==> src/hw/rtl/tcos_pkg.sv <==
`timescale 1ns / 1ps
// shared widths, constants, coefficient table and stage bus types for the cosine unit
package tcos_pkg;

  localparam int TERMS      = 5;
  localparam int COEF_COUNT = 8;
  localparam int NT         = (TERMS < COEF_COUNT) ? TERMS : COEF_COUNT;
  localparam int LAST_K     = NT - 1;
  localparam int KW         = 3;

  localparam int ANGLE_W = 20;
  localparam int ABS_W   = 16;
  localparam int SQ_W    = 32;
  localparam int X2_W    = 18;
  localparam int P_W     = 38;
  localparam int C_W     = 41;
  localparam int T_W     = 58;
  localparam int ACC_W   = 60;
  localparam int FRAC_SH = 40;
  localparam int RES_W   = ACC_W - FRAC_SH;
  localparam int COS_W   = 16;

  localparam logic signed [ANGLE_W-1:0] Q14_PI     = 20'sd51472;
  localparam logic signed [ANGLE_W-1:0] Q14_TWO_PI = 20'sd102944;
  localparam logic [X2_W-1:0]           X2_MAX     = 18'd161708;
  localparam logic signed [ACC_W-1:0]   ACC_INIT   = 60'sd18014398509481984;
  localparam logic signed [ACC_W-1:0]   ACC_HALF   = 60'sd549755813888;
  localparam logic signed [RES_W-1:0]   COS_MAX    = 20'sd32767;
  localparam logic signed [RES_W-1:0]   COS_MIN    = -20'sd32768;

  typedef struct packed {
    logic                      valid;
    logic signed [ANGLE_W-1:0] a;
  } fold_bus_t;

  typedef struct packed {
    logic                    valid;
    logic [X2_W-1:0]         x2;
    logic [P_W-1:0]          p;
    logic [T_W-1:0]          t;
    logic signed [ACC_W-1:0] acc;
  } term_bus_t;

  // 1/(2k)! in q40
  function automatic logic [C_W-1:0] coef(input logic [KW-1:0] k);
    logic [C_W-1:0] c;
    case (k)
      3'd0: c = 41'd1099511627776;
      3'd1: c = 41'd549755813888;
      3'd2: c = 41'd45812984491;
      3'd3: c = 41'd1527099483;
      3'd4: c = 41'd27269634;
      3'd5: c = 41'd302996;
      3'd6: c = 41'd2295;
      3'd7: c = 41'd13;
      default: c = '0;
    endcase
    return c;
  endfunction

endpackage

==> src/hw/rtl/tcos_term.sv <==
`timescale 1ns / 1ps
// series stage k: next power, term k product, and accumulation of term k-1
module tcos_term import tcos_pkg::*; (
  input  logic          clk,
  input  logic          rst,
  input  logic          en,
  input  logic [KW-1:0] k,
  input  term_bus_t     bus_in,
  output term_bus_t     bus_out
);

  logic [P_W+X2_W-1:0]     p_prod;
  logic [P_W+X2_W-1:0]     p_rnd;
  logic [P_W+C_W-1:0]      t_prod;
  logic [ACC_W-1:0]        t_ext;
  logic signed [ACC_W-1:0] acc_next;

  logic                    valid;
  logic [X2_W-1:0]         x2;
  logic [P_W-1:0]          p;
  logic [T_W-1:0]          t;
  logic signed [ACC_W-1:0] acc;

  assign p_prod = (P_W+X2_W)'(bus_in.p) * (P_W+X2_W)'(bus_in.x2);
  assign p_rnd  = p_prod + (P_W+X2_W)'(8192);
  assign t_prod = (P_W+C_W)'(bus_in.p) * (P_W+C_W)'(coef(k));
  assign t_ext  = {{(ACC_W-T_W){1'b0}}, bus_in.t};

  // previous term has odd index when k is even
  always_comb begin
    if (!k[0]) begin
      acc_next = bus_in.acc - $signed(t_ext);
    end else begin
      acc_next = bus_in.acc + $signed(t_ext);
    end
  end

  always_ff @(posedge clk) begin
    if (rst) begin
      valid <= 1'b0;
    end else if (en) begin
      valid <= bus_in.valid;
    end
  end

  always_ff @(posedge clk) begin
    if (en) begin
      x2  <= bus_in.x2;
      p   <= p_rnd[14 +: P_W];
      t   <= t_prod[T_W-1:0];
      acc <= acc_next;
    end
  end

  assign bus_out = '{valid: valid, x2: x2, p: p, t: t, acc: acc};

endmodule

==> config.mk <==
export PLATFORM = sky130hd
export DESIGN_NAME = tcos_term
export DESIGN_NICKNAME = d
export VERILOG_FILES = /design/src/hw/rtl/tcos_pkg.sv /design/src/hw/rtl/tcos_term.sv
export SDC_FILE = /design/constraint.sdc
export NUM_CORES = 2
export LEC_CHECK = 0
export BUFFER_PORTS_ARGS = -buffer_cell sky130_fd_sc_hd__buf_2
export CORE_ASPECT_RATIO = 0.7
export CORE_MARGIN = 2
export CORE_UTILIZATION = 30
export CTS_CLUSTER_DIAMETER = 50
export DETAILED_ROUTE_END_ITERATION = 10
export SYNTH_ARGS = -nofsm -noshare
export SYNTH_HDL_FRONTEND = slang
export SYNTH_SLANG_ARGS = --single-unit
==> constraint.sdc <==
create_clock -name clk -period 11.4 [get_ports clk]
set_clock_uncertainty 0.1 [all_clocks]
set_input_delay 0 -clock clk [delete_from_list [all_inputs] [get_ports clk]]
set_output_delay 0 -clock clk [all_outputs]
set_load 0.005 [all_outputs]
==> out/results.txt <==
Post-synthesis mux area share - 0.000786
Clock Latency Late Sink - 580 ps
Port Buffer Count - 355
Minimum hold slack - 45.6 ps
Synth Flop Type - edfxtp_1
Die area - 221,000 µm²
Worst path top cell family by delay - adder cells
Async SR Flop Fraction - 0
Overflow left after global routing - 0
Tmin final - 10,110 ps
Largest family of logic cells by synthesized area - adder cells
Worst-Margin Slew - 1180 ps
Synth top cells by count - inv_1, fa_1, nand2_1, ha_1, and2_1
Wire per inst - 20.1 µm
Launch point of the worst reg-to-reg path - valid
R2R Path End - valid
Hold Path Sink - acc[23]
Max-cap violations - 0
Stages on the worst setup path - 27
Unrepaired setup endpoints after global routing - false
Maximum root-to-sink buffer count - 3
Setup CP Type - input port to flip-flop
Placement-stage cell area - 70,100 µm²
CP peak stage delay - 860 ps
Chip height - 394 µm
Mapped Avg Cell Area - 9.38 µm²
Crit. End Element - flip-flop
Cell variety after synth - 91
Reg-to-reg slack, setup - 10,100 ps
Adder-Cell Fraction of Synth Area - 0.581
Post-synth top area share - 0.467
Starting DRT DRC Count - 3,940
Number of global-route vias before repair - 52,000
Number of flops mapped to enable cells by yosys - 174
CTS tree - built
Slew headroom - 0.213
Count leader, synth - inv_1
Total GRT Usage - 0.189
Buffers and inverters on the worst path - 6
Final WS setup - 1290 ps
Hold Vio Cnt, Final - 0
Area grow syn2layout - 10.3%
Die X-Extent - 561 µm
H-tree depth - 4
Final setup fails - 0
Post-synthesis xor/xnor area fraction - 0.0302
CP arrival - 10,310 ps
Total CTS buffers - 25
Share of layout cells above drive strength 1 - 0.0760
Initial antenna violation count - 22
Area leader, netlist - fa_1
Hold wc startpoint - bus_in[83]
Placer congestion estimate - 0.959
Compound-gate portion of the synthesized area - 0.0484
CP most frequent cell - fa_1
Post-DRT Antenna Nets - 0
Via count - 48,100
Average vias per placed instance - 4.75
Simple logic cell fraction of the synthesized area - 0.138
Clock transition at path regs - 80 ps
Core Area - 217,000 µm²
Fin crit share - 0.887
TNS Setup - 0 ps
Detailed Place HPWL - 168 mm
Slew Viols, Final - 0
Largest net degree at the start of global routing - 58
CP required - 11,600 ps
Initial core utilization - 0.301
Routed WL - 204 mm
Highest clock rate - 0.0989 GHz
Ports - 356
CTS Root Cell - clkbuf_16
Status - finished clean
Post-CTS Resized - 0
DRC errors left - 0
Pre-CTS WS - 1050 ps
CP startpoint kind - input port
Sink Count - 175
CP Max Fanout - 29
Worst Hold Class - input port to flip-flop
Yosys reg bits - 175
Final nets - 9,512
TritonRoute pass-1 iters - 7
Synthesized cell area - 65,200 µm²
Global-route wire length before repair - 318 mm
Synth warn - 0
Post-synth net total - 9,255
Sequential area share after synthesis - 0.0804
Synth area leaders - fa_1, ha_1, inv_1
Crit-path slowest cell - nor4_1
Post-route cell area - 72,000 µm²
Row count - 143
Worst R2R Path Depth - 3
Synth Instances - 6,958
Hold path cells - 4
## timing repair
action                                 4_1_cts  5_1_grt
hold buffers                               111        0
buffers inserted                             0        0
endpoints found under the hold margin      128        0
## cell type report
class                   instances  area [µm²]
clock buffers                  25         626
multi-input cells            4686       52100
well taps                    2900        3630
flip-flops and latches        175        5250
repair buffers                552        3540
fillers                     22300      145000
inverters                    1775        6660
clock inverters                 8        91.3
diodes                         13        32.5
## metrics by stage
step                      utilization  std cells
final                           0.332      10100
after floorplan                     -       6958
after detailed placement        0.324       9977
after CTS                       0.332      10100
after global placement          0.324       9977
after global routing            0.332      10100
## metal layers
metal,share of wire,global-route usage,vias up
li1,-,-,21000
met1,0.45,0.273,25000
met2,0.43,0.278,1847
met3,0.099,0.0531,230
met4,0.023,0.0427,6
met5,0.00018,0,-
## worst min-delay path, cell delays in order
cell	delay, ps
buf_2	90
xnor2_1	120
ha_1	260
xor2_1	90
## logic make-up after synthesis
family | count (synthesis)
multiplexers | 5
AND/OR/NAND/NOR | 1850
XOR/XNOR | 225
AO/OA/AOI/OAI | 490
buffers and inverters | 2097
flip-flops | 175
adder cells (fa/ha/maj) | 2116
## cells in the final DEF, fill, tap and decap left out, types with 10 or more instances in the layout
cell type	synthesis	final
and3_1	33	33
a21oi_1	183	181
xnor2_1	125	125
fa_1	1522	1522
diode_2	0	13
a21o_1	59	59
or3_1	10	10
and2_1	570	570
o211ai_1	11	11
o21bai_1	16	16
buf_2	5	354
clkbuf_16	0	25
o21a_1	17	17
nor2b_1	20	15
nand2_1	896	895
buf_4	3	86
nand4_1	19	19
inv_1	1775	1775
nand3_1	18	18
or2_2	33	33
o21ai_1	13	13
nor4_1	13	13
nand2b_1	37	37
nor2_1	138	137
edfxtp_1	174	174
a211oi_1	16	16
ha_1	594	594
a31oi_1	17	17
nor3_1	31	31
xor2_1	100	100
dlygate4sd3_1	0	111
o21ai_0	79	79
## worst max-delay path by stage
stage	slack, ps	startpoint	end
2_1_floorplan	3150	k[0]	t[54]
3_3_place_gp	1070	k[1]	t[56]
3_5_place_dp	1050	k[1]	t[56]
4_1_cts	1620	k[1]	t[56]
5_1_grt	940	k[1]	t[56]
6_report	1290	k[1]	t[56]
## sequential cells by signal, summed over array words and instances (netlist names)
name and count:
x2 18, acc 60, t 58, valid 1, p 38
Power is left out: the tool's default activity adds up to more than one toggle a clock period on the data nets, which glitch-free logic cannot reach.
