$ cat config.mk
export PLATFORM = sky130hd
export DESIGN_NAME = tcos_fold
export DESIGN_NICKNAME = d
export VERILOG_FILES = /design/src/hw/rtl/tcos_pkg.sv /design/src/hw/rtl/tcos_fold.sv
export SDC_FILE = /design/constraint.sdc
export NUM_CORES = 1
export LEC_CHECK = 0
export BUFFER_PORTS_ARGS = -buffer_cell sky130_fd_sc_hd__buf_2
export CAP_MARGIN = 20
export CORE_MARGIN = 2
export CORE_UTILIZATION = 50
export CTS_BUF_LIST = sky130_fd_sc_hd__clkbuf_8
export CTS_CLUSTER_SIZE = 10
export DETAILED_ROUTE_END_ITERATION = 16
export GPL_TIMING_DRIVEN = 0
export HOLD_SLACK_MARGIN = 0.12
export PLACE_DENSITY = 0.71
export SYNTH_ARGS = -nofsm -noshare
export SYNTH_HDL_FRONTEND = slang
export SYNTH_SLANG_ARGS = --single-unit
$ cat constraint.sdc
create_clock -name clk -period 6.15 [get_ports clk]
set_input_delay 0.615 -clock clk [delete_from_list [all_inputs] [get_ports clk]]
set_output_delay 0.615 -clock clk [all_outputs]
set_load 0.03 [all_outputs]
$ cat src/hw/rtl/tcos_pkg.sv
`timescale 1ns / 1ps
// shared widths, constants, coefficient table and stage bus types for the cosine unit
package tcos_pkg;

  localparam int TERMS      = 5;
  localparam int COEF_COUNT = 8;
  localparam int NT         = (TERMS < COEF_COUNT) ? TERMS : COEF_COUNT;
  localparam int LAST_K     = NT - 1;
  localparam int KW         = 3;

  localparam int ANGLE_W = 20;
  localparam int ABS_W   = 16;
  localparam int SQ_W    = 32;
  localparam int X2_W    = 18;
  localparam int P_W     = 38;
  localparam int C_W     = 41;
  localparam int T_W     = 58;
  localparam int ACC_W   = 60;
  localparam int FRAC_SH = 40;
  localparam int RES_W   = ACC_W - FRAC_SH;
  localparam int COS_W   = 16;

  localparam logic signed [ANGLE_W-1:0] Q14_PI     = 20'sd51472;
  localparam logic signed [ANGLE_W-1:0] Q14_TWO_PI = 20'sd102944;
  localparam logic [X2_W-1:0]           X2_MAX     = 18'd161708;
  localparam logic signed [ACC_W-1:0]   ACC_INIT   = 60'sd18014398509481984;
  localparam logic signed [ACC_W-1:0]   ACC_HALF   = 60'sd549755813888;
  localparam logic signed [RES_W-1:0]   COS_MAX    = 20'sd32767;
  localparam logic signed [RES_W-1:0]   COS_MIN    = -20'sd32768;

  typedef struct packed {
    logic                      valid;
    logic signed [ANGLE_W-1:0] a;
  } fold_bus_t;

  typedef struct packed {
    logic                    valid;
    logic [X2_W-1:0]         x2;
    logic [P_W-1:0]          p;
    logic [T_W-1:0]          t;
    logic signed [ACC_W-1:0] acc;
  } term_bus_t;

  // 1/(2k)! in q40
  function automatic logic [C_W-1:0] coef(input logic [KW-1:0] k);
    logic [C_W-1:0] c;
    case (k)
      3'd0: c = 41'd1099511627776;
      3'd1: c = 41'd549755813888;
      3'd2: c = 41'd45812984491;
      3'd3: c = 41'd1527099483;
      3'd4: c = 41'd27269634;
      3'd5: c = 41'd302996;
      3'd6: c = 41'd2295;
      3'd7: c = 41'd13;
      default: c = '0;
    endcase
    return c;
  endfunction

endpackage

$ cat src/hw/rtl/tcos_fold.sv
`timescale 1ns / 1ps
// range reduction stage: three conditional steps of 2*pi towards minus pi to pi
module tcos_fold import tcos_pkg::*; (
  input  logic      clk,
  input  logic      rst,
  input  logic      en,
  input  fold_bus_t bus_in,
  output fold_bus_t bus_out
);

  logic                      valid;
  logic signed [ANGLE_W-1:0] a;
  logic signed [ANGLE_W-1:0] a_next;

  always_comb begin
    logic signed [ANGLE_W-1:0] w;
    w = bus_in.a;
    for (int i = 0; i < 3; i++) begin
      if (w > Q14_PI) begin
        w = w - Q14_TWO_PI;
      end else if (w < -Q14_PI) begin
        w = w + Q14_TWO_PI;
      end
    end
    a_next = w;
  end

  always_ff @(posedge clk) begin
    if (rst) begin
      valid <= 1'b0;
    end else if (en) begin
      valid <= bus_in.valid;
    end
  end

  always_ff @(posedge clk) begin
    if (en) begin
      a <= a_next;
    end
  end

  assign bus_out = '{valid: valid, a: a};

endmodule

==> run summary <==
The flow ran to the end, and the final reports show no timing, DRC or antenna violations. The leakage power is between 1 and 1.5 nW. The footprint of the flip-flops and latches came out at between 600 and 700 sq um. The register-to-register setup slack is 5540 ps. The count of buffers added by post-CTS timing repair for setup came out at 0. The area of the core came out at between 5000 and 6000 sq um. The slowest cell on the critical path is sky130_fd_sc_hd__nor4_1. After synthesis, flip-flops and latches occupy 20.0% of the total area.

The via count is 3239. The count of final hold-check violations was 0. The number of cell instances on the worst register-to-register path is 2. The Yosys step of the flow raised 0 warnings.

In the final layout, the share of cells above drive strength 1 is roughly 23%. The number of synthesized flops with an enable pin is 20. The netlist area before placement came out at slightly above 3000 sq um. The routed wirelength normalized by instance count came out at around 17 um. The cell sitting at the root of the clock tree is a sky130_fd_sc_hd__clkbuf_8.

The net count after synthesis is just over 400. The met1 routed wirelength after detailed routing is 3920 um. The number of filler instances in the final layout came out at about 570.

Traced cell by cell, the critical path runs through buf_2 > clkbuf_1 > and3_1 > a31o_4 > nor2_2 > xnor2_2 > ha_1 > inv_1 > a21o_1 > nor4_1 > nor2_1 > o21ai_0 > o21ai_0 > and3_1 > nor2_1 > nand2_1 > o311a_1 > buf_2 > o21ai_2 > a21oi_1 > a31o_1. The global-route wire length before repair is approximately 14000 um. The number of antenna-violating nets in the routed design is 0. The horizontal extent of the die came out at approximately 83 um. The count of maximum capacitance violations is 0. The met2 wirelength from detailed routing came out at 3790 um. The critical path data arrival time came out at ~5600 ps. The unique cell type count in the Yosys netlist is 87. The number of standard-cell rows in the floorplan came out at 28.

Detailed routing placed a total of 547 um of wire on met3. The top cell types in the final layout, fill and taps aside, are sky130_fd_sc_hd__buf_2 (48), sky130_fd_sc_hd__nor2_1 (29), sky130_fd_sc_hd__nand2_1 (27). In this design, the stage delay of the slowest critical-path cell is between 500 and 600 ps. Dividing total power by cell area gives a power density of ~310 nW/um^2.

The maximum number of pins on one net before global-route repair is 22. The multi-input gate area in the final layout is roughly 2300 sq um. The kind of critical path is in -> reg.

Cells fill roughly 58% of the core in the end. The slew of the pin with the lowest slew margin came out at 823 ps. The count of cells resized by post-cts repair is 0. The clock tree from TritonCTS is done.

For this run, design rule violations remaining after detail routing come to 0. The aggregate routed wire length is approximately 8400 um. STA classifies the critical path startpoint as an input port. The register clock-pin slew on the reported worst setup and hold paths is ~80 ps.

The total overflow left after global routing is 0. After the first detailed-routing iteration, the DRC count stood at about 280. The number of hold buffers added after CTS was 0. VDD sags by at most ~0.00021 V. The worst register-to-register path begins at valid$_SDFFE_PP0P_.

The hold-critical path endpoint is valid$_SDFFE_PP0P_. The tightest min-delay check is of the in -> reg type. The number of antenna violations at the first check in global routing came out at 0. The capture point of the worst reg-to-reg path is valid$_SDFFE_PP0P_.

For this design, the sink count on the clock tree is 21. The detailed-route vias per instance came out at ~6.5. The starting utilization of the core area is between 50% and 60%. The async set or reset register ratio after synthesis came out at 0%.

Detailed placement finished with a half-perimeter wire length of 6580 um. The synthesis-to-layout area growth came out at 10.6%. Clock latency on the worst-skew pair, taken at its later pin, is between 200 and 300 ps. Synthesis produced a netlist whose cell count is 381. Setup repair after global routing left no endpoint under its margin. The floorplan step defined a die boundary enclosing a little under 7000 sq um.

The final-report max-slew violation count is 0. The maximum clock frequency came out at approximately 0.18 GHz. The summed negative setup slack over all endpoints is 0 ps. The required time reported for the critical path endpoint is 6190 ps.

The number of flip-flops and latches in the synthesized netlist is 21. The number of setup violations in the final report came out at 0. The via count of the first global-routing pass came out at 3040. The biggest fanout along the worst timing path is 10. The headroom to the max-slew limit came out at roughly 45%.

Leaving out fill and tap cells, the most frequent cell in the layout is sky130_fd_sc_hd__buf_2. The post-synthesis average cell area came out at ~8.1 sq um. The count of buffers added on input and output ports is 38. Signal routing reaches up to met4. The number of inserted diodes is 0. The clock passes through at most 2 buffers. The leading register cell type out of synthesis is sky130_fd_sc_hd__edfxtp_1. The worst hold path begins at rst. The endpoint type of the worst setup path is a flip-flop.

The maximum level of the CTS H-tree is 1. The global routing usage summed across all routing layers is approximately a quarter. The layout net count is approximately 450. The part of the cycle the worst path needs came out at 89.9%. The number of top-level design ports is 45.

The total clock buffers created by CTS came out at 3. The detailed-router iteration count before antenna repair came out at 5. The last weighted congestion value of the routability-driven placer came out at approximately 0.91.

The die height is slightly above 80 um. Counting instances, the worst hold path has a depth of 2. The setup clock skew after layout came out at 0 ps.

After layout, the minimum clock period comes to around 5500 ps.
## metrics by stage
step	hold slack, ps	worst slack, ps	power (mW)	instances	area, sq um
global placement	482	425	0.953	494	3390
CTS	497	677	1.06	498	3430
finish	498	623	1.06	498	3430
floorplan	462	1460	0.817	381	3100
global route	501	182	1.16	498	3430
detailed placement	523	413	0.968	494	3390
## worst max-delay path by stage
stage                            to       start  cells past startpoint  slack [ps]
finish              a[17]$_DFFE_PP_  bus_in[15]                     21         620
floorplan           a[16]$_DFFE_PP_   bus_in[5]                     17        1460
detailed placement  a[16]$_DFFE_PP_   bus_in[5]                     20         410
global placement    a[16]$_DFFE_PP_   bus_in[5]                     20         430
CTS                 a[16]$_DFFE_PP_   bus_in[5]                     20         680
global route        a[16]$_DFFE_PP_   bus_in[5]                     21         180
## layer usage
metal  track usage (%)  vias to the layer above
li1                  -                     1582
met1              35.0                     1528
met2              43.5                      122
met3              3.68                        7
met4              6.23                        0
met5                 0                        -
## kinds of logic after synthesis
family	synth area share, %
compound gates	35.5
simple gates	25.1
buf+inv	5.72
xor+xnor	10.8
flops	20.0
mux	1.69
fa+ha+maj	1.21
## worst max-delay path, delay by kind of cell
kind	cells	cell delay, ps
buffers and inverters	4	770
and+or+nand+nor	7	1870
xor gates and xnor gates	1	430
AOI/OAI and AO/OA	8	1640
adders and majority gates	1	240
## cell usage after synthesis (all sizes together) (6+ instances only)
cell	count	share of area, %
or2	6	1.2
nor3	8	1.3
xnor2	25	8.3
and2	6	1.2
o21ai	29	4.9
nor2	31	3.9
or3	9	1.8
inv	13	1.6
xor2	9	2.5
nand3	16	2.7
nand2	28	3.5
a21oi	20	3.5
and3	6	1.2
a31oi	10	2.0
o31ai	6	1.6
nand4	6	1.2
a22oi	9	2.8
buf	17	3.5
o211ai	7	1.7
edfxtp	20	19
## cell type report
cell class / count / share of cell area (%)
tap: 75 / 2.73
clock buffer: 3 / 1.20
buffer: 22 / 3.75
multi-input combinational: 325 / 67.1
timing repair buffer: 38 / 5.54
clock inverter: 1 / 0.146
inverter: 13 / 1.42
sequential: 21 / 18.1
## power by group
group | switching, mW | internal [mW] | leakage, nW | total, mW
sequential | 0.0108 | 0.234 | 0.204 | 0.245
combinational | 0.464 | 0.260 | 1.03 | 0.725
clock | 0.0480 | 0.0453 | 0.0255 | 0.0933
total | 0.523 | 0.540 | 1.26 | 1.06
## sequential cells by signal, summed over array words and instances, names as in the netlist
| signal | count |
|---|---|
| a | 20 |
| valid | 1 |
(Power assumes the default switching activity.)
