[config.mk]
export PLATFORM = sky130hd
export DESIGN_NAME = tcos_out
export DESIGN_NICKNAME = d
export VERILOG_FILES = /design/src/hw/rtl/tcos_pkg.sv /design/src/hw/rtl/tcos_out.sv
export SDC_FILE = /design/constraint.sdc
export NUM_CORES = 1
export LEC_CHECK = 0
export BUFFER_PORTS_ARGS = -buffer_cell sky130_fd_sc_hd__buf_2
export CAP_MARGIN = 10
export CORE_AREA = 4 4 128 130
export CTS_CLUSTER_DIAMETER = 50
export DETAILED_ROUTE_END_ITERATION = 6
export DIE_AREA = 0 0 132 134
export PLACE_DENSITY = 0.49
export SETUP_SLACK_MARGIN = 0.1
export SYNTH_ARGS = -nofsm -noshare
export SYNTH_HDL_FRONTEND = slang
export SYNTH_SLANG_ARGS = --single-unit
[constraint.sdc]
create_clock -name clk -period 3.7 [get_ports clk]
set_input_delay 0 -clock clk [delete_from_list [all_inputs] [get_ports clk]]
set_output_delay 0 -clock clk [all_outputs]
set_load 0.005 [all_outputs]
[src/hw/rtl/tcos_pkg.sv]
`timescale 1ns / 1ps
// shared widths, constants, coefficient table and stage bus types for the cosine unit
package tcos_pkg;

  localparam int TERMS      = 5;
  localparam int COEF_COUNT = 8;
  localparam int NT         = (TERMS < COEF_COUNT) ? TERMS : COEF_COUNT;
  localparam int LAST_K     = NT - 1;
  localparam int KW         = 3;

  localparam int ANGLE_W = 20;
  localparam int ABS_W   = 16;
  localparam int SQ_W    = 32;
  localparam int X2_W    = 18;
  localparam int P_W     = 38;
  localparam int C_W     = 41;
  localparam int T_W     = 58;
  localparam int ACC_W   = 60;
  localparam int FRAC_SH = 40;
  localparam int RES_W   = ACC_W - FRAC_SH;
  localparam int COS_W   = 16;

  localparam logic signed [ANGLE_W-1:0] Q14_PI     = 20'sd51472;
  localparam logic signed [ANGLE_W-1:0] Q14_TWO_PI = 20'sd102944;
  localparam logic [X2_W-1:0]           X2_MAX     = 18'd161708;
  localparam logic signed [ACC_W-1:0]   ACC_INIT   = 60'sd18014398509481984;
  localparam logic signed [ACC_W-1:0]   ACC_HALF   = 60'sd549755813888;
  localparam logic signed [RES_W-1:0]   COS_MAX    = 20'sd32767;
  localparam logic signed [RES_W-1:0]   COS_MIN    = -20'sd32768;

  typedef struct packed {
    logic                      valid;
    logic signed [ANGLE_W-1:0] a;
  } fold_bus_t;

  typedef struct packed {
    logic                    valid;
    logic [X2_W-1:0]         x2;
    logic [P_W-1:0]          p;
    logic [T_W-1:0]          t;
    logic signed [ACC_W-1:0] acc;
  } term_bus_t;

  // 1/(2k)! in q40
  function automatic logic [C_W-1:0] coef(input logic [KW-1:0] k);
    logic [C_W-1:0] c;
    case (k)
      3'd0: c = 41'd1099511627776;
      3'd1: c = 41'd549755813888;
      3'd2: c = 41'd45812984491;
      3'd3: c = 41'd1527099483;
      3'd4: c = 41'd27269634;
      3'd5: c = 41'd302996;
      3'd6: c = 41'd2295;
      3'd7: c = 41'd13;
      default: c = '0;
    endcase
    return c;
  endfunction

endpackage

[src/hw/rtl/tcos_out.sv]
`timescale 1ns / 1ps
// final accumulation, rounding to q14 and saturation into the output register
module tcos_out import tcos_pkg::*; (
  input  logic                    clk,
  input  logic                    rst,
  input  logic                    en,
  input  term_bus_t               bus_in,
  output logic                    valid,
  output logic signed [COS_W-1:0] cosine
);

  localparam logic LAST_SUB = LAST_K[0];

  logic [ACC_W-1:0]        t_ext;
  logic signed [ACC_W-1:0] acc_next;
  logic                    acc_valid;
  logic signed [ACC_W-1:0] acc;
  logic signed [ACC_W-1:0] acc_rnd;
  logic signed [RES_W-1:0] res;
  logic signed [COS_W-1:0] cos_next;

  assign t_ext = {{(ACC_W-T_W){1'b0}}, bus_in.t};

  always_comb begin
    if (LAST_SUB) begin
      acc_next = bus_in.acc - $signed(t_ext);
    end else begin
      acc_next = bus_in.acc + $signed(t_ext);
    end
  end

  assign acc_rnd = acc + ACC_HALF;
  assign res     = acc_rnd[ACC_W-1:FRAC_SH];

  always_comb begin
    if (res > COS_MAX) begin
      cos_next = COS_MAX[COS_W-1:0];
    end else if (res < COS_MIN) begin
      cos_next = COS_MIN[COS_W-1:0];
    end else begin
      cos_next = res[COS_W-1:0];
    end
  end

  always_ff @(posedge clk) begin
    if (rst) begin
      acc_valid <= 1'b0;
      valid     <= 1'b0;
    end else if (en) begin
      acc_valid <= bus_in.valid;
      valid     <= acc_valid;
    end
  end

  always_ff @(posedge clk) begin
    if (en) begin
      acc    <= acc_next;
      cosine <= cos_next;
    end
  end

endmodule

==> results.md, run 1 <==
- Initial core utilization: 28.5%
- Clk_skew: 0.00570 ns
- Placer Congestion: 0.893
- Die span in x: between 100 and 150 µm
- Post-Synth Adder-Cell Area: 16.8%
- Overflow after GRT: 0
- WP data arrival: 2.60 ns
- EDFF count, synth: 37
- Worst skew pair latency: 0.28 ns
- Clock Pin Slew Worst Setup and Hold Paths: 0.05 ns
- Largest net degree at the start of global routing: 40
- CTS resizes: 0
- Max VDD drop: 0.000217 V
- Cell area after layout: 5400 µm²
- Final setup margin: between 1 and 1.5 ns
- Routed wl met2: 5.78 mm
- Std cell rows: 45
- Max-slew violation count: 0
- Synth Flop Type: edfxtp_1
- Routed Antenna Nets: 0
- Largest family of logic cells by synthesized area: compound AO/OA/AOI/OAI gates
- TritonCTS Buffers: 5
- Power Density: 317 nW/µm²
- Reg2Reg Setup Slack: roughly 1.2 ns
- Iteration count of the initial detailed-routing pass: 4
- Initial antenna violation count: 0
- CP Max Fanout: 9
- Max cap viols: 0
- Area after DPL: ~5200 µm²
- # nets final: 883
- Commonest non-fill, non-tap cells in the layout: 138 x buf_2, 58 x ha_1, 51 x a21oi_1
- Yosys reg bits: 39
- Warnings from Yosys: 0
- Clk buf depth: 2
- Pre-CTS WS: 0.785 ns
- Syn nets: 743
- Worst setup EP type: flip-flop
- Synth Area in XOR/XNOR: 6.89%
- Fmax: between 300 and 400 MHz
- CTS tree: yes
- Vias in the first global route: 4297
- Period utilisation layout: between 60% and 70%
- WL met3: 659 µm
- Kind of critical path: in -> reg
- Post-synthesis mux area share: less than 1%
- DPL Wire Length: 10.4 mm
- Unrepaired setup endpoints after global routing: false
- Post-synthesis sequential area ratio: between 20% and 30%
- Starting DRT DRC Count: 249
- Htree depth: 2
- Area delta synth->final: 24.9%
- Top Layer Used: met4
- Vias: 4276
- Root Driver: clkbuf_16
- Mapped Cells: 507
- Dpl cells: 826
- Worst slew margin: 43.6%
- Slew @ Worst Pin: 0.845 ns
- Ant. Diodes: 0
- DR WL/cell: roughly 14 µm
- Final non-filler cell total: 836
- Cell variety after synth: 54
- Total design power: 1.71 mW
- DRC: 0
- Most common cell after layout, fill and taps aside: buf_2
- Final TNS setup: 0 ns
- Via density: 5.11
- Post-Syn Area: 4320 µm²
- Critical Path RT: 3.71 ns
- Die outline height: between 100 and 150 µm
- Wl on met1: 5.43 mm
- Status: finished, final reports clean
- Compound-cell area share of the yosys netlist: 27.1%
- Min-delay worst type: in -> reg
- Mapped Avg Cell Area: 8.53 µm²
- Core area: 15100 µm²
- Simple-gate area share of the yosys netlist: between 10% and 20%
- PortBufs: ~140
- Startpoint types: input port
- Min Tclk post-route: 2.59 ns
- Fraction of layout cells with a size suffix above 1: between 20% and 30%
- Final Hold Viols: 0
- Num Clock Sinks: 39
- P_leak: ~2.4 nW
- Io pins: 195
- GRT Resource Usage Total: 13.1%
- First-pass GRT wire length: 19.7 mm
- Die ar.: 17700 µm²
- Post-Route WL: 12.0 mm
- Share of flip-flops with an asynchronous set or reset: 0%
- Final setup viols: 0
## synthesized netlist by cell type, types with 3 or more instances
| cell | instances | share of area [%] |
|---|---|---|
| clkbuf_1 | 4 | 0.35 |
| edfxtp_1 | 37 | 26 |
| nor3_1 | 17 | 2.0 |
| nor2b_1 | 3 | 0.43 |
| o2111ai_1 | 3 | 0.61 |
| nand3_1 | 22 | 2.5 |
| or3_1 | 6 | 0.87 |
| xor2_1 | 13 | 2.6 |
| o211ai_1 | 6 | 1.0 |
| buf_4 | 3 | 0.52 |
| a21oi_1 | 51 | 5.9 |
| xnor2_1 | 21 | 4.3 |
| and3_1 | 10 | 1.4 |
| inv_1 | 16 | 1.4 |
| o21a_1 | 6 | 1.0 |
| a21o_1 | 26 | 4.5 |
| o21ai_0 | 45 | 5.2 |
| nand4_1 | 14 | 2.0 |
| nand2b_1 | 5 | 0.72 |
| nor2_1 | 36 | 3.1 |
| nand2_1 | 48 | 4.2 |
| o21bai_1 | 6 | 1.0 |
| a211oi_1 | 4 | 0.69 |
| ha_1 | 58 | 17 |
| a221oi_1 | 3 | 0.61 |
| mux2i_1 | 4 | 0.93 |
| a31oi_1 | 5 | 0.72 |
## sequential cells by signal, summed over array words and instances, names as in the netlist
name	flops
acc	21
acc_valid	1
cosine	16
valid	1
## path summary, 6_finish.rpt
path,end,depth (start not counted),startpoint
worst max register to register,cosine[9]$_SDFFCE_PN1P_,8,acc[40]$_DFFE_PP_
worst min register to register,valid$_SDFFE_PP0P_,2,acc_valid$_SDFFE_PP0P_
worst min-delay path,acc[59]$_DFFE_PP_,2,bus_in[59]
worst max-delay path,acc[59]$_DFFE_PP_,10,bus_in[99]
## timing repair
action                                 in CTS  in global routing
endpoints found under the hold margin       2                  0
buffers inserted                            0                  0
hold buffers                                2                  0
## per-stage QoR
stage	hold WS [ns]	utilization, %
6_report	0.0402	35.6
5_1_grt	0.0642	35.6
4_1_cts	0.0309	35.6
3_5_place_dp	0.176	34.4
3_3_place_gp	0.171	34.4
2_1_floorplan	0.0724	-
## per-layer routing
metal  track usage (%)  vias up
met1              16.4     1931
li1                  -     2219
met5                 0        -
met4              2.45        0
met3              2.40        9
met2              23.6      117
## cell families (layout without fill, tap and decap cells)
group	Yosys count	count (layout)
AOI/OAI and AO/OA	177	177
and+or+nand+nor	172	172
adders and majority gates	58	58
DFF	39	39
xor gates and xnor gates	34	34
buffers and inverters	23	164
muxes	4	4
## critical path: stages
cell      delay [ns]
buf_2           0.10
ha_1            0.46
nand2_1         0.14
nor3_1          0.29
o211ai_1        0.19
a21oi_1         0.56
o31ai_4         0.17
a211oi_1        0.27
o21ai_0         0.23
xnor2_1         0.19
## power breakdown
group	internal, mW	switching, mW	leakage (nW)
clock	0.318	0.157	0.0771
combinational	0.277	0.344	1.96
sequential	0.573	0.0396	0.375
total	1.17	0.541	2.41
## area by class of cell
class	count	area (µm²)
clock buffer	6	129
clock inverter	2	37.5
fill	1592	9750
inverter	16	60.1
multi-input combinational	445	3070
sequential	39	1150
tap	188	235
timing repair buffer	140	711
Power figures use the tool's default switching activity.
==> inputs of run 2 (changes only) <==
--- a/config.mk
+++ b/config.mk
@@ -5,13 +5,14 @@
 export SDC_FILE = /design/constraint.sdc
 export NUM_CORES = 1
 export LEC_CHECK = 0
+export ABC_AREA = 1
 export BUFFER_PORTS_ARGS = -buffer_cell sky130_fd_sc_hd__buf_2
 export CAP_MARGIN = 10
-export CORE_AREA = 4 4 128 130
+export CORE_AREA = 4 4 149 151
 export CTS_CLUSTER_DIAMETER = 50
 export DETAILED_ROUTE_END_ITERATION = 6
-export DIE_AREA = 0 0 132 134
-export PLACE_DENSITY = 0.49
+export DIE_AREA = 0 0 153 155
+export PLACE_DENSITY = 0.48
 export SETUP_SLACK_MARGIN = 0.1
 export SYNTH_ARGS = -nofsm -noshare
 export SYNTH_HDL_FRONTEND = slang
==> constraint.sdc (replaced) <==
create_clock -name clk -period 2.3 [get_ports clk]
set_input_delay 0 -clock clk [delete_from_list [all_inputs] [get_ports clk]]
set_output_delay 0 -clock clk [all_outputs]
set_load 0.005 [all_outputs]
==> run 2 against run 1 <==
Compared with the run above: via count rose by 56%; sequential cell count did not move; die area rose by 34%; area after synthesis rose by 39%; global-route usage rose by 2.8 points; first-iteration DRC count rose by 11%; wire length rose by 61%; sequential share of layout area fell by 5.5 points; largest cell class unchanged; largest power group unchanged.
==> results.md, run 2 <==
- Share of flip-flops with an asynchronous set or reset: 0%
- Die outline height: 155 µm
- Max incr delay on CP: between 0.3 and 0.4 ns
- Warnings from Yosys: 0
- Simple-gate area share of the yosys netlist: 45.1%
- Compound-cell area share of the yosys netlist: around 8.8%
- Top cell type's share of synthesized area: 29.3%
- DR WL/cell: 12.7 µm
- Dpl cells: 1501
- Mapped Avg Cell Area: 5.53 µm²
- Post-Syn Area: 6010 µm²
- Max VDD drop: 0.000261 V
- Worst skew pair latency: 0.28 ns
- Post-synthesis mux area share: 0%
- Post-Route WL: approximately 19 mm
- Setup crit start: acc[40]$_DFFE_PP_
- Root Driver: clkbuf_16
- Area delta synth->final: 21.2%
- Final Hold Viols: 0
- Cell variety after synth: 29
- EDFF count, synth: 37
- Fraction of layout cells with a size suffix above 1: between 10% and 20%
- Synth area leader: nand2_1
- TritonCTS Buffers: 5
- CP Max Fanout: 15
- DPL Wire Length: roughly 17 mm
- DRC: 0
- Max-slew violation count: 0
- Worst slew margin: 42.4%
- Largest family of logic cells by synthesized area: simple AND/OR/NAND/NOR gates
- Period utilisation layout: 85.9%
- Unrepaired setup endpoints after global routing: false
- Initial core utilization: 28.9%
- Reg2reg start: acc[40]$_DFFE_PP_
- Most common cell after layout, fill and taps aside: nand2_1
- Worst setup EP type: flip-flop
- Clk_skew: 0.00476 ns
- P_leak: 4.18 nW
- Crit-path most repeated cell: nand2_1
- Largest register FFs: 21
- PortBufs: 138
- Iteration count of the initial detailed-routing pass: 5
- Top Registers: acc (21), cosine (16)
- First-pass GRT wire length: 30.9 mm
- Starting DRT DRC Count: 276
- Final non-filler cell total: 1513
- Yosys reg bits: 39
- Commonest non-fill, non-tap cells in the layout: 469 x nand2_1, 201 x inv_1, 138 x buf_2
- Max cap viols: 0
- Fmax: 506 MHz
- Synth area leaders: nand2_1 29%, edfxtp_1 18%, inv_1 13%, ha_1 12%, nor2_1 7.2%
- # nets final: approximately 1500
- GRT Resource Usage Total: 15.8%
- Io pins: 195
- Clock Pin Slew Worst Setup and Hold Paths: 0.06 ns
- Post-synthesis sequential area ratio: roughly a fifth
- Via density: ~4.4
- Top-count cell post-synth: nand2_1
- Hold slack: between 0.09 and 0.1 ns
- Num Clock Sinks: 39
- Final TNS setup: 0 ns
- Largest net degree at the start of global routing: 41
- Min-delay worst type: in -> reg
- Vias in the first global route: 6442
- Std cell rows: between 50 and 60
- Routed Antenna Nets: 0
- Biggest register: acc
- Placer Congestion: 0.883
- Synth Area in XOR/XNOR: 2.04%
- Status: finished, final reports clean
- Slew @ Worst Pin: just under 0.9 ns
- Die ar.: 23700 µm²
- CTS tree: yes
- Kind of critical path: reg -> reg
- Ant. Diodes: 0
- Crit path cell chain: ha_2, nand2_1, nor2_4, nand2_1, o21ai_0, nand2_1, inv_1, nand2_2, o21ai_4, buf_12, nand2_1
- Reg2Reg Setup Slack: approximately 0.33 ns
- Final setup viols: 0
- Core area: 20800 µm²
- WP data arrival: around 2 ns
- Htree depth: 2
- Initial antenna violation count: 0
- Syn nets: between 1000 and 1500
- Min Tclk post-route: 1.97 ns
- Pre-CTS WS: 0.183 ns
- Critical path's slowest cell: edfxtp_1
- Critical Path RT: between 2 and 2.5 ns
- Hold wc startpoint: bus_in[59]
- Overflow after GRT: 0
- Final setup margin: 0.325 ns
- Clk buf depth: 2
- Die span in x: 153 µm
- Post-Synth Adder-Cell Area: 12.1%
- Power Density: 430 nW/µm²
- Top post-synthesis cells by count: 469 x nand2_1, 201 x inv_1, 115 x nor2_1
- Synth Flop Type: edfxtp_1
- Startpoint types: flip-flop
- Vias: between 6000 and 7000
- Mapped Cells: 1086
## run 2: cell count changes in the layout (fill, tap and decap cells not counted), moves of 9 or more
cell	before	now
xnor2_1	21	4
a21oi_1	51	62
nor2_1	36	115
and3_1	10	1
inv_1	16	201
nand4_1	14	5
a21o_1	26	1
o21ai_0	45	18
nand3_1	22	57
nand2_1	48	469
## run 2: stage by stage
| step | cell area [µm²] | total power, mW | util [%] |
|---|---|---|---|
| after floorplan | 6010 | 1.86 | - |
| after global placement | 7050 | 2.33 | 33.9 |
| after detailed placement | 7050 | 2.33 | 33.9 |
| after CTS | 7250 | 3.14 | 34.8 |
| after global routing | 7280 | 3.42 | 35.0 |
| final | 7280 | 3.13 | 35.0 |
## run 2: cell type report
type,count,area (µm²)
Clock buffer,6,139
Clock inverter,2,35.0
Fill cell,2424,13500
Inverter,201,754
Multi-Input combinational cell,844,4090
Sequential cell,39,1150
Tap cell,275,344
Timing Repair Buffer,146,768
## run 2: critical path: cells and delay by family, from the launching register on
family	cells	cell delay (ns)
AOI/OAI and AO/OA	2	0.33
adders and majority gates	1	0.24
buffers and inverters	2	0.22
DFF	1	0.37
and+or+nand+nor	6	0.56
## run 2: routing by layer
metal | track usage [%] | vias up | wire [µm]
met5 | 0 | - | 0
met4 | 3.14 | 0 | 300
met3 | 1.25 | 22 | 690
met2 | 29.7 | 141 | 9430
met1 | 20.0 | 2840 | 8830
li1 | - | 3662 | -
## run 2: power breakdown
group / total [mW] / leakage, nW / internal [mW] / switching [mW]
registers: 0.970 / 0.374 / 0.904 / 0.0666
logic: 1.36 / 3.72 / 0.500 / 0.857
clock network: 0.802 / 0.0868 / 0.539 / 0.263
## run 2: path summary, 6_finish.rpt
path | to | depth (start not counted)
hold / removal | acc[59]$_DFFE_PP_ | 3
setup reg to reg | cosine[14]$_SDFFCE_PN1P_ | 11
setup / recovery | cosine[14]$_SDFFCE_PN1P_ | 11
hold reg to reg | valid$_SDFFE_PP0P_ | 2
## run 2: cell families (layout without fill, tap and decap cells)
logic type | after synthesis | in the layout
xor+xnor | 14 | 14
buf+inv | 203 | 355
fa+ha+maj | 58 | 58
compound gates | 96 | 96
simple gates | 676 | 676
flops | 39 | 39
## run 2: repair_timing
item / in CTS / in global routing
gates resized for setup: 0 / 2
hold buffers: 2 / 0
hold endpoints to repair: 2 / 0
setup endpoints to repair: 0 / 15
setup buffers: 0 / 2
