<file path="config.mk">
export PLATFORM = sky130hd
export DESIGN_NAME = tcos_square
export DESIGN_NICKNAME = d
export VERILOG_FILES = /design/src/hw/rtl/tcos_pkg.sv /design/src/hw/rtl/tcos_square.sv
export SDC_FILE = /design/constraint.sdc
export NUM_CORES = 1
export LEC_CHECK = 0
export ABC_CLOCK_PERIOD_IN_PS = 8100
export BUFFER_PORTS_ARGS = -buffer_cell sky130_fd_sc_hd__buf_2
export CAP_MARGIN = 20
export CORE_MARGIN = 4
export CORE_UTILIZATION = 45
export DETAILED_ROUTE_END_ITERATION = 7
export GPL_TIMING_DRIVEN = 0
export PLACE_DENSITY = 0.75
export SYNTH_ARGS = -nofsm -noshare
export SYNTH_HDL_FRONTEND = slang
export SYNTH_SLANG_ARGS = --single-unit
export TNS_END_PERCENT = 30
</file>
<file path="constraint.sdc">
create_clock -name clk -period 8.1 [get_ports clk]
set_input_delay 1.215 -clock clk [delete_from_list [all_inputs] [get_ports clk]]
set_output_delay 1.215 -clock clk [all_outputs]
set_load 0.02 [all_outputs]
</file>
<file path="src/hw/rtl/tcos_pkg.sv">
`timescale 1ns / 1ps
// shared widths, constants, coefficient table and stage bus types for the cosine unit
package tcos_pkg;

  localparam int TERMS      = 5;
  localparam int COEF_COUNT = 8;
  localparam int NT         = (TERMS < COEF_COUNT) ? TERMS : COEF_COUNT;
  localparam int LAST_K     = NT - 1;
  localparam int KW         = 3;

  localparam int ANGLE_W = 20;
  localparam int ABS_W   = 16;
  localparam int SQ_W    = 32;
  localparam int X2_W    = 18;
  localparam int P_W     = 38;
  localparam int C_W     = 41;
  localparam int T_W     = 58;
  localparam int ACC_W   = 60;
  localparam int FRAC_SH = 40;
  localparam int RES_W   = ACC_W - FRAC_SH;
  localparam int COS_W   = 16;

  localparam logic signed [ANGLE_W-1:0] Q14_PI     = 20'sd51472;
  localparam logic signed [ANGLE_W-1:0] Q14_TWO_PI = 20'sd102944;
  localparam logic [X2_W-1:0]           X2_MAX     = 18'd161708;
  localparam logic signed [ACC_W-1:0]   ACC_INIT   = 60'sd18014398509481984;
  localparam logic signed [ACC_W-1:0]   ACC_HALF   = 60'sd549755813888;
  localparam logic signed [RES_W-1:0]   COS_MAX    = 20'sd32767;
  localparam logic signed [RES_W-1:0]   COS_MIN    = -20'sd32768;

  typedef struct packed {
    logic                      valid;
    logic signed [ANGLE_W-1:0] a;
  } fold_bus_t;

  typedef struct packed {
    logic                    valid;
    logic [X2_W-1:0]         x2;
    logic [P_W-1:0]          p;
    logic [T_W-1:0]          t;
    logic signed [ACC_W-1:0] acc;
  } term_bus_t;

  // 1/(2k)! in q40
  function automatic logic [C_W-1:0] coef(input logic [KW-1:0] k);
    logic [C_W-1:0] c;
    case (k)
      3'd0: c = 41'd1099511627776;
      3'd1: c = 41'd549755813888;
      3'd2: c = 41'd45812984491;
      3'd3: c = 41'd1527099483;
      3'd4: c = 41'd27269634;
      3'd5: c = 41'd302996;
      3'd6: c = 41'd2295;
      3'd7: c = 41'd13;
      default: c = '0;
    endcase
    return c;
  endfunction

endpackage

</file>
<file path="src/hw/rtl/tcos_square.sv">
`timescale 1ns / 1ps
// squaring stages: |x|^2, then rounding to q14 and seeding the series bus
module tcos_square import tcos_pkg::*; (
  input  logic      clk,
  input  logic      rst,
  input  logic      en,
  input  fold_bus_t bus_in,
  output term_bus_t bus_out
);

  logic                      sq_valid;
  logic [SQ_W-1:0]           sq;
  logic [ABS_W-1:0]          ax;
  logic signed [ANGLE_W-1:0] neg_a;
  logic [SQ_W-1:0]           sq_rnd;
  logic                      x2_valid;
  logic [X2_W-1:0]           x2;

  assign neg_a  = -bus_in.a;
  assign ax     = bus_in.a[ANGLE_W-1] ? neg_a[ABS_W-1:0] : bus_in.a[ABS_W-1:0];
  assign sq_rnd = sq + SQ_W'(8192);

  always_ff @(posedge clk) begin
    if (rst) begin
      sq_valid <= 1'b0;
      x2_valid <= 1'b0;
    end else if (en) begin
      sq_valid <= bus_in.valid;
      x2_valid <= sq_valid;
    end
  end

  always_ff @(posedge clk) begin
    if (en) begin
      sq <= SQ_W'(ax) * SQ_W'(ax);
      x2 <= sq_rnd[14 +: X2_W];
    end
  end

  assign bus_out = '{valid: x2_valid, x2: x2, p: P_W'(x2), t: '0, acc: ACC_INIT};

endmodule

</file>
==> impl_metrics.csv, run 1 <==
group,metric,value,unit
global_route,grt_usage,17.07,%
worst_setup_path,cpLargestDelayFamily,"adder cells",
clock_network,cts_buffers,5,
layout,area_delta_synth_final,20.20,%
logic_synthesis,seq_area_frac_synth,11.58,%
logic_synthesis,synth_ff_type,"edfxtp_1",
worst_hold_path,min_to,"sq_valid",
routing,dr.pass1.iters,5,
worst_setup_path,cp-start-kind,"input port",
global_route,busiest_layer,"met2",
worst_hold_path,hold_depth,2,
logic_synthesis,synth.distinct_cells,54,
logic_synthesis,synthArstFlopShare,0,%
layout,n_antenna_cell,0,
clock_network,htreeDepth,2,
placed_design,place_congestion,0.8931,
worst_setup_path,r2r_end,"x2[14]",
routing,drc,0,
logic_synthesis,synth_area,9937,um2
worst_setup_path,cp_slowest_cell,"fa_1",
routing,drtIter0Drc,416,
worst_hold_path,hold_path.startpoint,"sq_valid",
global_route,grt_pass1_vias,7411,
worst_setup_path,cp.required,8.13,ns
clock_network,clock_path_buffers,2,
global_route,overflow,0,
layout,nets,1618,
sta,fin_crit,7.920,ns
placed_design,placed_area,11100,um2
floorplanning,core_area,21760,um2
floorplanning,initial_core_util,45.68,%
sta,clock_skew,0.006867,ns
floorplanning,die_x,156.6,um
global_route,met2_usage,29.66,%
placed_design,dp_cells,1580,
global_route,grt_pass1_wl,34310,um
floorplanning,die_area,24520,um2
logic_synthesis,yosys_warnings,0,
clock_network,cts.clk_slew.worst_paths,0.06,ns
logic_synthesis,synth.avg_cell_area,8.977,um2
sta,maxSlewHeadroom,45.65,%
sta,fmax,126.3,MHz
sta,setup_viol,0,
logic_synthesis,postSynthCellCount,1107,
clock_network,root_buffer,"clkbuf_16",
global_route,antenna_found_initial,0,
run,cap_violations,0,
worst_setup_path,crit_start,"bus_in[5]",
worst_setup_path,end_kind,"flip-flop",
layout,final_cell_mix,"inv_1 (242), buf_4 (189), fa_1 (162)",
routing,routedWlPerCell,13.30,um
routing,viasPerCell,4.490,
worst_setup_path,r2r_start,"sq[15]",
layout,stdcell_count,1616,
global_route,grt.met3_usage,3.650,%
clock_network,cts_tree,"built",
worst_setup_path,critPathMaxFanout,6,
layout,stdcell_area,11940,um2
clock_network,clk_latency,0.28,ns
sta,worstMarginPinSlew,0.8153,ns
worst_setup_path,crit_buf_inv,6,
worst_setup_path,criticalPathCategory,"in -> reg",
floorplanning,chipHeight,156.6,um
worst_setup_path,cp_common_cell,"fa_1",
worst_hold_path,hold_path.class,"reg -> reg",
floorplanning,ioPinCount,199,
layout,drive_above_1_share,25.15,%
routing,detail-route-antenna-nets,0,
logic_synthesis,synth_edf_count,37,
worst_setup_path,r2r_slack,6.39,ns
worst_setup_path,cp.depth,26,
clock_network,clock-sinks,39,
layout,layout_commonest_cell,"inv_1",
worst_setup_path,rr_worst_depth,6,
routing,via_count,7256,
placed_design,dp_hpwl,18090,um
worst_setup_path,worst_path_largest_cell_delay,0.55,ns
sta,maxSlewViolCount,0,
run_status,outcome,"completed",
global_route,use_met1,21.59,%
worst_setup_path,worstPathArrival,7.95,ns
routing,wirelength,21500,um
logic_synthesis,ys_ff_latch,39,
sta,finalHoldViolCount,0,
placed_design,port_buffers,57,
sta,min_period_over_period,97.78,%
global_route,grt_max_degree,40,
floorplanning,rows,54,
[registers in the layout, summed over array words and instances (netlist names)]
name      flops
sq           19
sq_valid      1
x2           18
x2_valid      1
[tightest hold or removal path, delay by kind of cell (launching register included)]
kind | cells | cell delay (ns)
mux | 1 | 0.06
flops | 1 | 0.32
simple gates | 1 | 0.07
[worst max-delay path by stage]
stage,endpoint
floorplan,sq[27]
detailed placement,sq[27]
finish,sq[25]
global placement,sq[25]
global route,sq[30]
CTS,sq[27]
[cell families (layout without fill, tap and decap cells)]
group	after synthesis	in the layout	share of synthesized area, %
buffers and inverters	424	517	21.97
adder cells (fa/ha/maj)	259	259	44.93
AND/OR/NAND/NOR	234	234	9.721
AO/OA/AOI/OAI	86	86	5.918
XOR/XNOR	61	61	5.603
flip-flops	39	39	11.58
other	2	138	0.07558
multiplexers	2	2	0.2015
[Yosys cell counts, drive strengths merged, types with 5 or more instances]
library cell / number / area share [%]
buf: 159 / 12
a21o: 13 / 0.98
xor2: 22 / 2.1
xnor2: 39 / 3.5
fa: 163 / 33
nand2: 105 / 4.0
clkbuf: 14 / 0.53
and3: 6 / 0.38
inv: 247 / 9.3
nor3: 5 / 0.25
ha: 96 / 12
nand4: 5 / 0.31
o21ai: 17 / 0.89
edfxtp: 37 / 11
a21oi: 23 / 1.2
nand3: 12 / 0.60
nor2: 88 / 3.3
[stage by stage]
| stage | setup WS (ns) | hold WS (ns) | utilization [%] | setup TNS (ns) |
|---|---|---|---|---|
| after floorplan | -0.03497 | 0.4601 | - | -0.03497 |
| after global placement | -1.409 | 0.4782 | 51.02 | -19.05 |
| after detailed placement | -1.538 | 0.4915 | 51.02 | -20.37 |
| after CTS | 0.001217 | 0.5046 | 53.21 | 0 |
| after global routing | -0.03710 | 0.5560 | 54.90 | -0.1036 |
| final | 0.1799 | 0.4962 | 54.90 | 0 |
[per-layer routing]
layer | wire [um] | share of wire (%) | up-vias
li1 | - | - | 3531
met1 | 8545 | 40 | 3376
met2 | 10370 | 48 | 301
met3 | 2041 | 9.5 | 48
met4 | 541 | 2.5 | 0
met5 | 0 | 0 | -
[area by class of cell]
cell class	instances	area, um2
multi-input combinational	780	7541
clock buffer	5	125.1
timing repair buffer	89	529.3
inverter	251	964.7
fill	1905	9812
sequential	39	1151
tap	280	350.3
clock inverter	3	25.02
buffer	169	1257
[timing repair]
item / in CTS / in global routing
endpoints found under the setup margin: 19 / 14
gates resized for setup: 48 / 54
buffers inserted: 12 / 20
hold buffers: 0 / 0
pin swaps: 12 / 39
Power of run 1 is not shown: default switching activity piles up to over one toggle a cycle in this logic, so the estimate is an artifact.
==> run 2, diff against run 1 <==
--- a/config.mk
+++ b/config.mk
@@ -9,10 +9,10 @@
 export BUFFER_PORTS_ARGS = -buffer_cell sky130_fd_sc_hd__buf_2
 export CAP_MARGIN = 20
 export CORE_MARGIN = 4
-export CORE_UTILIZATION = 45
+export CORE_UTILIZATION = 53
 export DETAILED_ROUTE_END_ITERATION = 7
 export GPL_TIMING_DRIVEN = 0
-export PLACE_DENSITY = 0.75
+export PLACE_DENSITY = 0.85
 export SYNTH_ARGS = -nofsm -noshare
 export SYNTH_HDL_FRONTEND = slang
 export SYNTH_SLANG_ARGS = --single-unit
==> run 2 against run 1 <==
Flip-flop and latch count unchanged; clock-buffer cell count unchanged; hold slack better by 0.015 ns; maximum frequency shrank 1.4%; setup slack worse by 0.11 ns; non-clock buffer count fell by 2; final cell count down 3.3%; register-to-register slack about the same; critical endpoint unchanged; highest routed layer unchanged.
==> impl_metrics.csv, run 2 (same netlist as run 1, synthesis figures left out) <==
group,metric,value,unit
floorplanning,initial_core_util,54.57,%
sta,maxSlewHeadroom,44.95,%
layout,stdcell_count,1563,
clock_network,cts_tree,"built",
worst_setup_path,cp_common_cell,"fa_1",
worst_setup_path,r2r_start,"sq[15]",
routing,dr.pass1.iters,5,
sta,maxSlewViolCount,0,
layout,nets,1616,
worst_setup_path,end_kind,"flip-flop",
sta,setup_viol,0,
worst_setup_path,endpoint,"sq[25]",
sta,fmax,124.5,MHz
global_route,grt_pass1_vias,7454,
run_status,outcome,"completed",
sta,finalHoldViolCount,0,
routing,detail-route-antenna-nets,0,
worst_hold_path,hold_path.class,"reg -> reg",
layout,largest_register,"sq",
worst_setup_path,cpLargestDelayFamily,"adder cells",
sta,fin_crit,8.035,ns
global_route,grt_max_degree,40,
global_route,overflow,0,
worst_setup_path,cp-start-kind,"input port",
worst_setup_path,r2r_slack,6.38,ns
clock_network,hold_buffers,0,
worst_setup_path,criticalPathCategory,"in -> reg",
worst_setup_path,crit_start,"bus_in[7]",
sta,fin_ws,0.06545,ns
routing,wirelength,22970,um
clock_network,root_buffer,"clkbuf_16",
run,cap_violations,0,
routing,routedWlPerCell,14.70,um
clock_network,htreeDepth,2,
sta,worstMarginPinSlew,0.8257,ns
layout,reg.largest.list,"sq x19, x2 x18",
global_route,grt_usage,20.17,%
sta,rsz0062_at_grt,"true",
clock_network,cts_buffers,5,
worst_setup_path,r2r_end,"x2[12]",
worst_setup_path,cp_slowest_cell,"fa_1",
layout,layout_commonest_cell,"inv_1",
layout,area_delta_synth_final,19.79,%
floorplanning,die_area,21000,um2
worst_setup_path,cp.depth,28,
layout,largest_register_ffs,19,
floorplanning,rows,49,
routing,drc,0,
sta,finalSetupTns,0,ns
routing,drtIter0Drc,657,
clock_network,clock-sinks,39,
floorplanning,ioPinCount,199,
placed_design,port_buffers,57,
worst_setup_path,worstPathArrival,8.06,ns
floorplanning,die_x,144.9,um
layout,final_cell_mix,"inv_1 (242), buf_4 (187), fa_1 (161)",
sta,min_period_over_period,99.19,%
clock_network,clk_latency,0.28,ns
sta,clock_skew,0.002510,ns
layout,stdcell_area,11900,um2
global_route,grt_pass1_wl,35680,um
layout,drive_above_1_share,25.34,%
clock_network,clock_path_buffers,2,
worst_setup_path,cp.required,8.12,ns
layout,n_antenna_cell,0,
worst_setup_path,rr_worst_depth,6,
placed_design,dp_hpwl,18150,um
worst_setup_path,critPathMaxFanout,6,
clock_network,cts.clk_slew.worst_paths,0.06,ns
global_route,antenna_found_initial,0,
placed_design,dp_cells,1529,
worst_setup_path,worst_path_largest_cell_delay,0.55,ns
worst_setup_path,crit_buf_inv,5,
floorplanning,chipHeight,144.9,um
floorplanning,core_area,18210,um2
placed_design,placed_area,11040,um2
placed_design,post-place-ws,-1.445,ns
placed_design,place_congestion,0.9116,
routing,viasPerCell,4.858,
routing,via_count,7593,
run 2: changes by cell type in the layout (fill, tap and decap cells not counted), sizes merged:
cell      previous run  this run
buf                252       249
clkinv               3         2
clkinvlp             3         4
clkbuf              11        12
run 2: through the flow:
step	utilization [%]	hold slack [ns]
floorplan	-	0.4601
global placement	60.61	0.4734
detailed placement	60.61	0.5091
CTS	63.01	0.5228
global route	65.37	0.5376
finish	65.37	0.5107
run 2: worst min-delay path by stage:
stage / startpoint / to / slack, ns / cells past startpoint
final: sq_valid / sq_valid / 0.51 / 2
after global placement: sq_valid / sq_valid / 0.47 / 2
after CTS: sq_valid / sq_valid / 0.52 / 2
after detailed placement: sq_valid / sq_valid / 0.51 / 2
after global routing: sq_valid / sq_valid / 0.54 / 2
after floorplan: sq_valid / sq_valid / 0.46 / 2
run 2: layer usage:
metal | vias to the layer above | share of wire, % | GRT usage (%) | wire (um)
li1 | 3535 | - | - | -
met1 | 3512 | 37 | 25.46 | 8542
met2 | 462 | 48 | 35.12 | 11090
met3 | 84 | 11 | 4.521 | 2426
met4 | 0 | 4.0 | 5.653 | 916
met5 | - | 0 | 0 | 0
run 2: area by class of cell:
cell class | instances | area (um2)
tap | 229 | 286.5
buffer | 169 | 1266
fill | 1355 | 6305
inverter | 251 | 967.2
sequential | 39 | 1151
clock buffer | 5 | 125.1
clock inverter | 3 | 23.77
multi-input combinational | 780 | 7561
timing repair buffer | 87 | 523.0
run 2: worst min-delay path, cell delays in order, from the launching register on:
cell	delay, ns
dfxtp_1	0.34
mux2i_1	0.07
nor2_1	0.07
run 2: repair_timing:
item | CTS | global route
endpoints found under the setup margin | 19 | 13
resized for setup | 43 | 80
hold endpoints to repair | 0 | 0
buffers inserted | 10 | 20
pin swaps | 11 | 44
Power of run 2 is left out for the same reason.
==> run 3, diff against run 2 <==
--- a/config.mk
+++ b/config.mk
@@ -10,6 +10,7 @@
 export CAP_MARGIN = 20
 export CORE_MARGIN = 4
 export CORE_UTILIZATION = 53
+export CTS_BUF_LIST = sky130_fd_sc_hd__clkbuf_4 sky130_fd_sc_hd__clkbuf_8
 export DETAILED_ROUTE_END_ITERATION = 7
 export GPL_TIMING_DRIVEN = 0
 export PLACE_DENSITY = 0.85
==> run 3 against run 2 <==
Register-to-register slack better by 0.03 ns; global-route usage about the same; maximum frequency grew 1.3%; clock-buffer cell count stayed put; critical path depth shrank 2; non-clock buffer count up 5; largest cell class unchanged; highest routed layer unchanged.
==> impl_metrics.csv, run 3 (same netlist as run 1, synthesis figures left out) <==
group,metric,value,unit
worst_hold_path,min_to,"sq_valid",
global_route,overflow,0,
global_route,grt_usage,20.16,%
sta,worstMarginPinSlew,0.8558,ns
floorplanning,chipHeight,144.9,um
layout,largest_register,"sq",
routing,via_count,7583,
sta,maxSlewHeadroom,42.56,%
worst_hold_path,hold_path.startpoint,"sq_valid",
clock_network,clock_path_buffers,2,
layout,drive_above_1_share,25.17,%
global_route,grt_max_degree,40,
clock_network,root_buffer,"clkbuf_8",
layout,n_antenna_cell,0,
placed_design,dp_hpwl,18150,um
layout,reg.largest.list,"sq x19, x2 x18",
sta,finalHoldViolCount,0,
floorplanning,die_area,21000,um2
clock_network,clock-sinks,39,
floorplanning,rows,49,
run_status,outcome,"completed",
floorplanning,initial_core_util,54.57,%
sta,fin_crit,7.935,ns
global_route,grt_pass1_vias,7468,
placed_design,port_buffers,57,
worst_setup_path,cp-start-kind,"input port",
routing,drtIter0Drc,543,
sta,maxSlewViolCount,0,
layout,fillCellCount,1368,
worst_setup_path,r2r_end,"x2[12]",
layout,final_cell_mix,"inv_1 (242), buf_4 (189), fa_1 (162)",
layout,nets,1621,
clock_network,cts_tree,"built",
global_route,grt_pass1_wl,35620,um
layout,multiInputGateArea,7522,um2
worst_setup_path,rr_worst_depth,6,
worst_setup_path,worstPathArrival,7.98,ns
clock_network,clk_latency,0.29,ns
sta,min_period_over_period,97.96,%
sta,clock_skew,0.004746,ns
worst_setup_path,r2r_start,"sq[15]",
clock_network,cts.clk_slew.worst_paths,0.08,ns
routing,detail-route-antenna-nets,0,
worst_hold_path,hold_depth,2,
worst_setup_path,critPathMaxFanout,6,
worst_setup_path,end_kind,"flip-flop",
run,cap_violations,0,
routing,viasPerCell,4.836,
layout,ff_latch_area,1151,um2
worst_setup_path,r2r_slack,6.41,ns
clock_network,cts_buffers,5,
global_route,antenna_found_initial,0,
routing,drc,0,
sta,hold_ws,0.5159,ns
routing,dr.pass1.iters,5,
floorplanning,core_area,18210,um2
layout,area_delta_synth_final,19.05,%
routing,routedWlPerCell,14.43,um
worst_hold_path,hold_path.class,"reg -> reg",
clock_network,htreeDepth,2,
sta,setup_viol,0,
worst_setup_path,criticalPathCategory,"in -> reg",
floorplanning,ioPinCount,199,
floorplanning,die_x,144.9,um
placed_design,place_congestion,0.9116,
sta,fmax,126.0,MHz
layout,largest_register_ffs,19,
worst_setup_path,cp.required,8.14,ns
routing,wirelength,22630,um
layout,layout_commonest_cell,"inv_1",
run 3: repair_timing:
item	in CTS	in global routing
pin swaps	11	36
hold buffers	0	0
setup endpoints to repair	19	13
resized for setup	41	66
buffers inserted	10	24
run 3: worst max path at each step:
stage | startpoint | end | slack, ns
floorplan | bus_in[0] | sq[27] | -0.03
global placement | bus_in[0] | sq[25] | -1.30
detailed placement | bus_in[0] | sq[25] | -1.44
CTS | bus_in[6] | sq[27] | 0.004
global route | bus_in[19] | sq[25] | -0.11
finish | bus_in[5] | sq[31] | 0.17
run 3: worst max-delay path: stages:
cell and delay (ns):
buf_2 0.15, nor4_4 0.38, nand2_2 0.17, o41a_1 0.41, xnor2_4 0.23, clkinvlp_4 0.22
buf_4 0.18, nand2_1 0.13, fa_1 0.42, inv_1 0.12, fa_1 0.48, fa_1 0.50
fa_1 0.53, fa_1 0.55, inv_1 0.06, fa_1 0.52, inv_1 0.04, ha_2 0.32
a21oi_2 0.19, inv_1 0.06, a311oi_1 0.25, o21bai_1 0.11, a32oi_1 0.17, nand3_1 0.17
o31a_1 0.28, xnor2_1 0.12
run 3: final cells by class:
cell class	count	area share, %
multi-input combinational	780	63.59
buffer	170	10.69
sequential	39	9.730
inverter	251	8.154
timing repair buffer	91	4.632
tap	229	2.422
clock buffer	5	0.5817
clock inverter	3	0.2010
run 3: metal layers:
layer / wire, um / global-route usage, %
met1: 8205 / 25.39
met2: 10890 / 35.07
met3: 2421 / 4.459
met4: 1114 / 5.938
met5: 0 / 0
run 3: metrics by stage:
step	worst slack (ns)	utilization (%)	area (um2)	TNS, ns	std cells
5_1_grt	-0.1121	64.97	11830	-0.3159	1568
3_5_place_dp	-1.445	60.61	11040	-19.28	1529
4_1_cts	0.003943	62.67	11410	0	1546
2_1_floorplan	-0.03497	-	10470	-0.03497	1243
6_report	0.1651	64.97	11830	0	1568
3_3_place_gp	-1.304	60.61	11040	-16.75	1529
Power of run 3 is left out for the same reason.
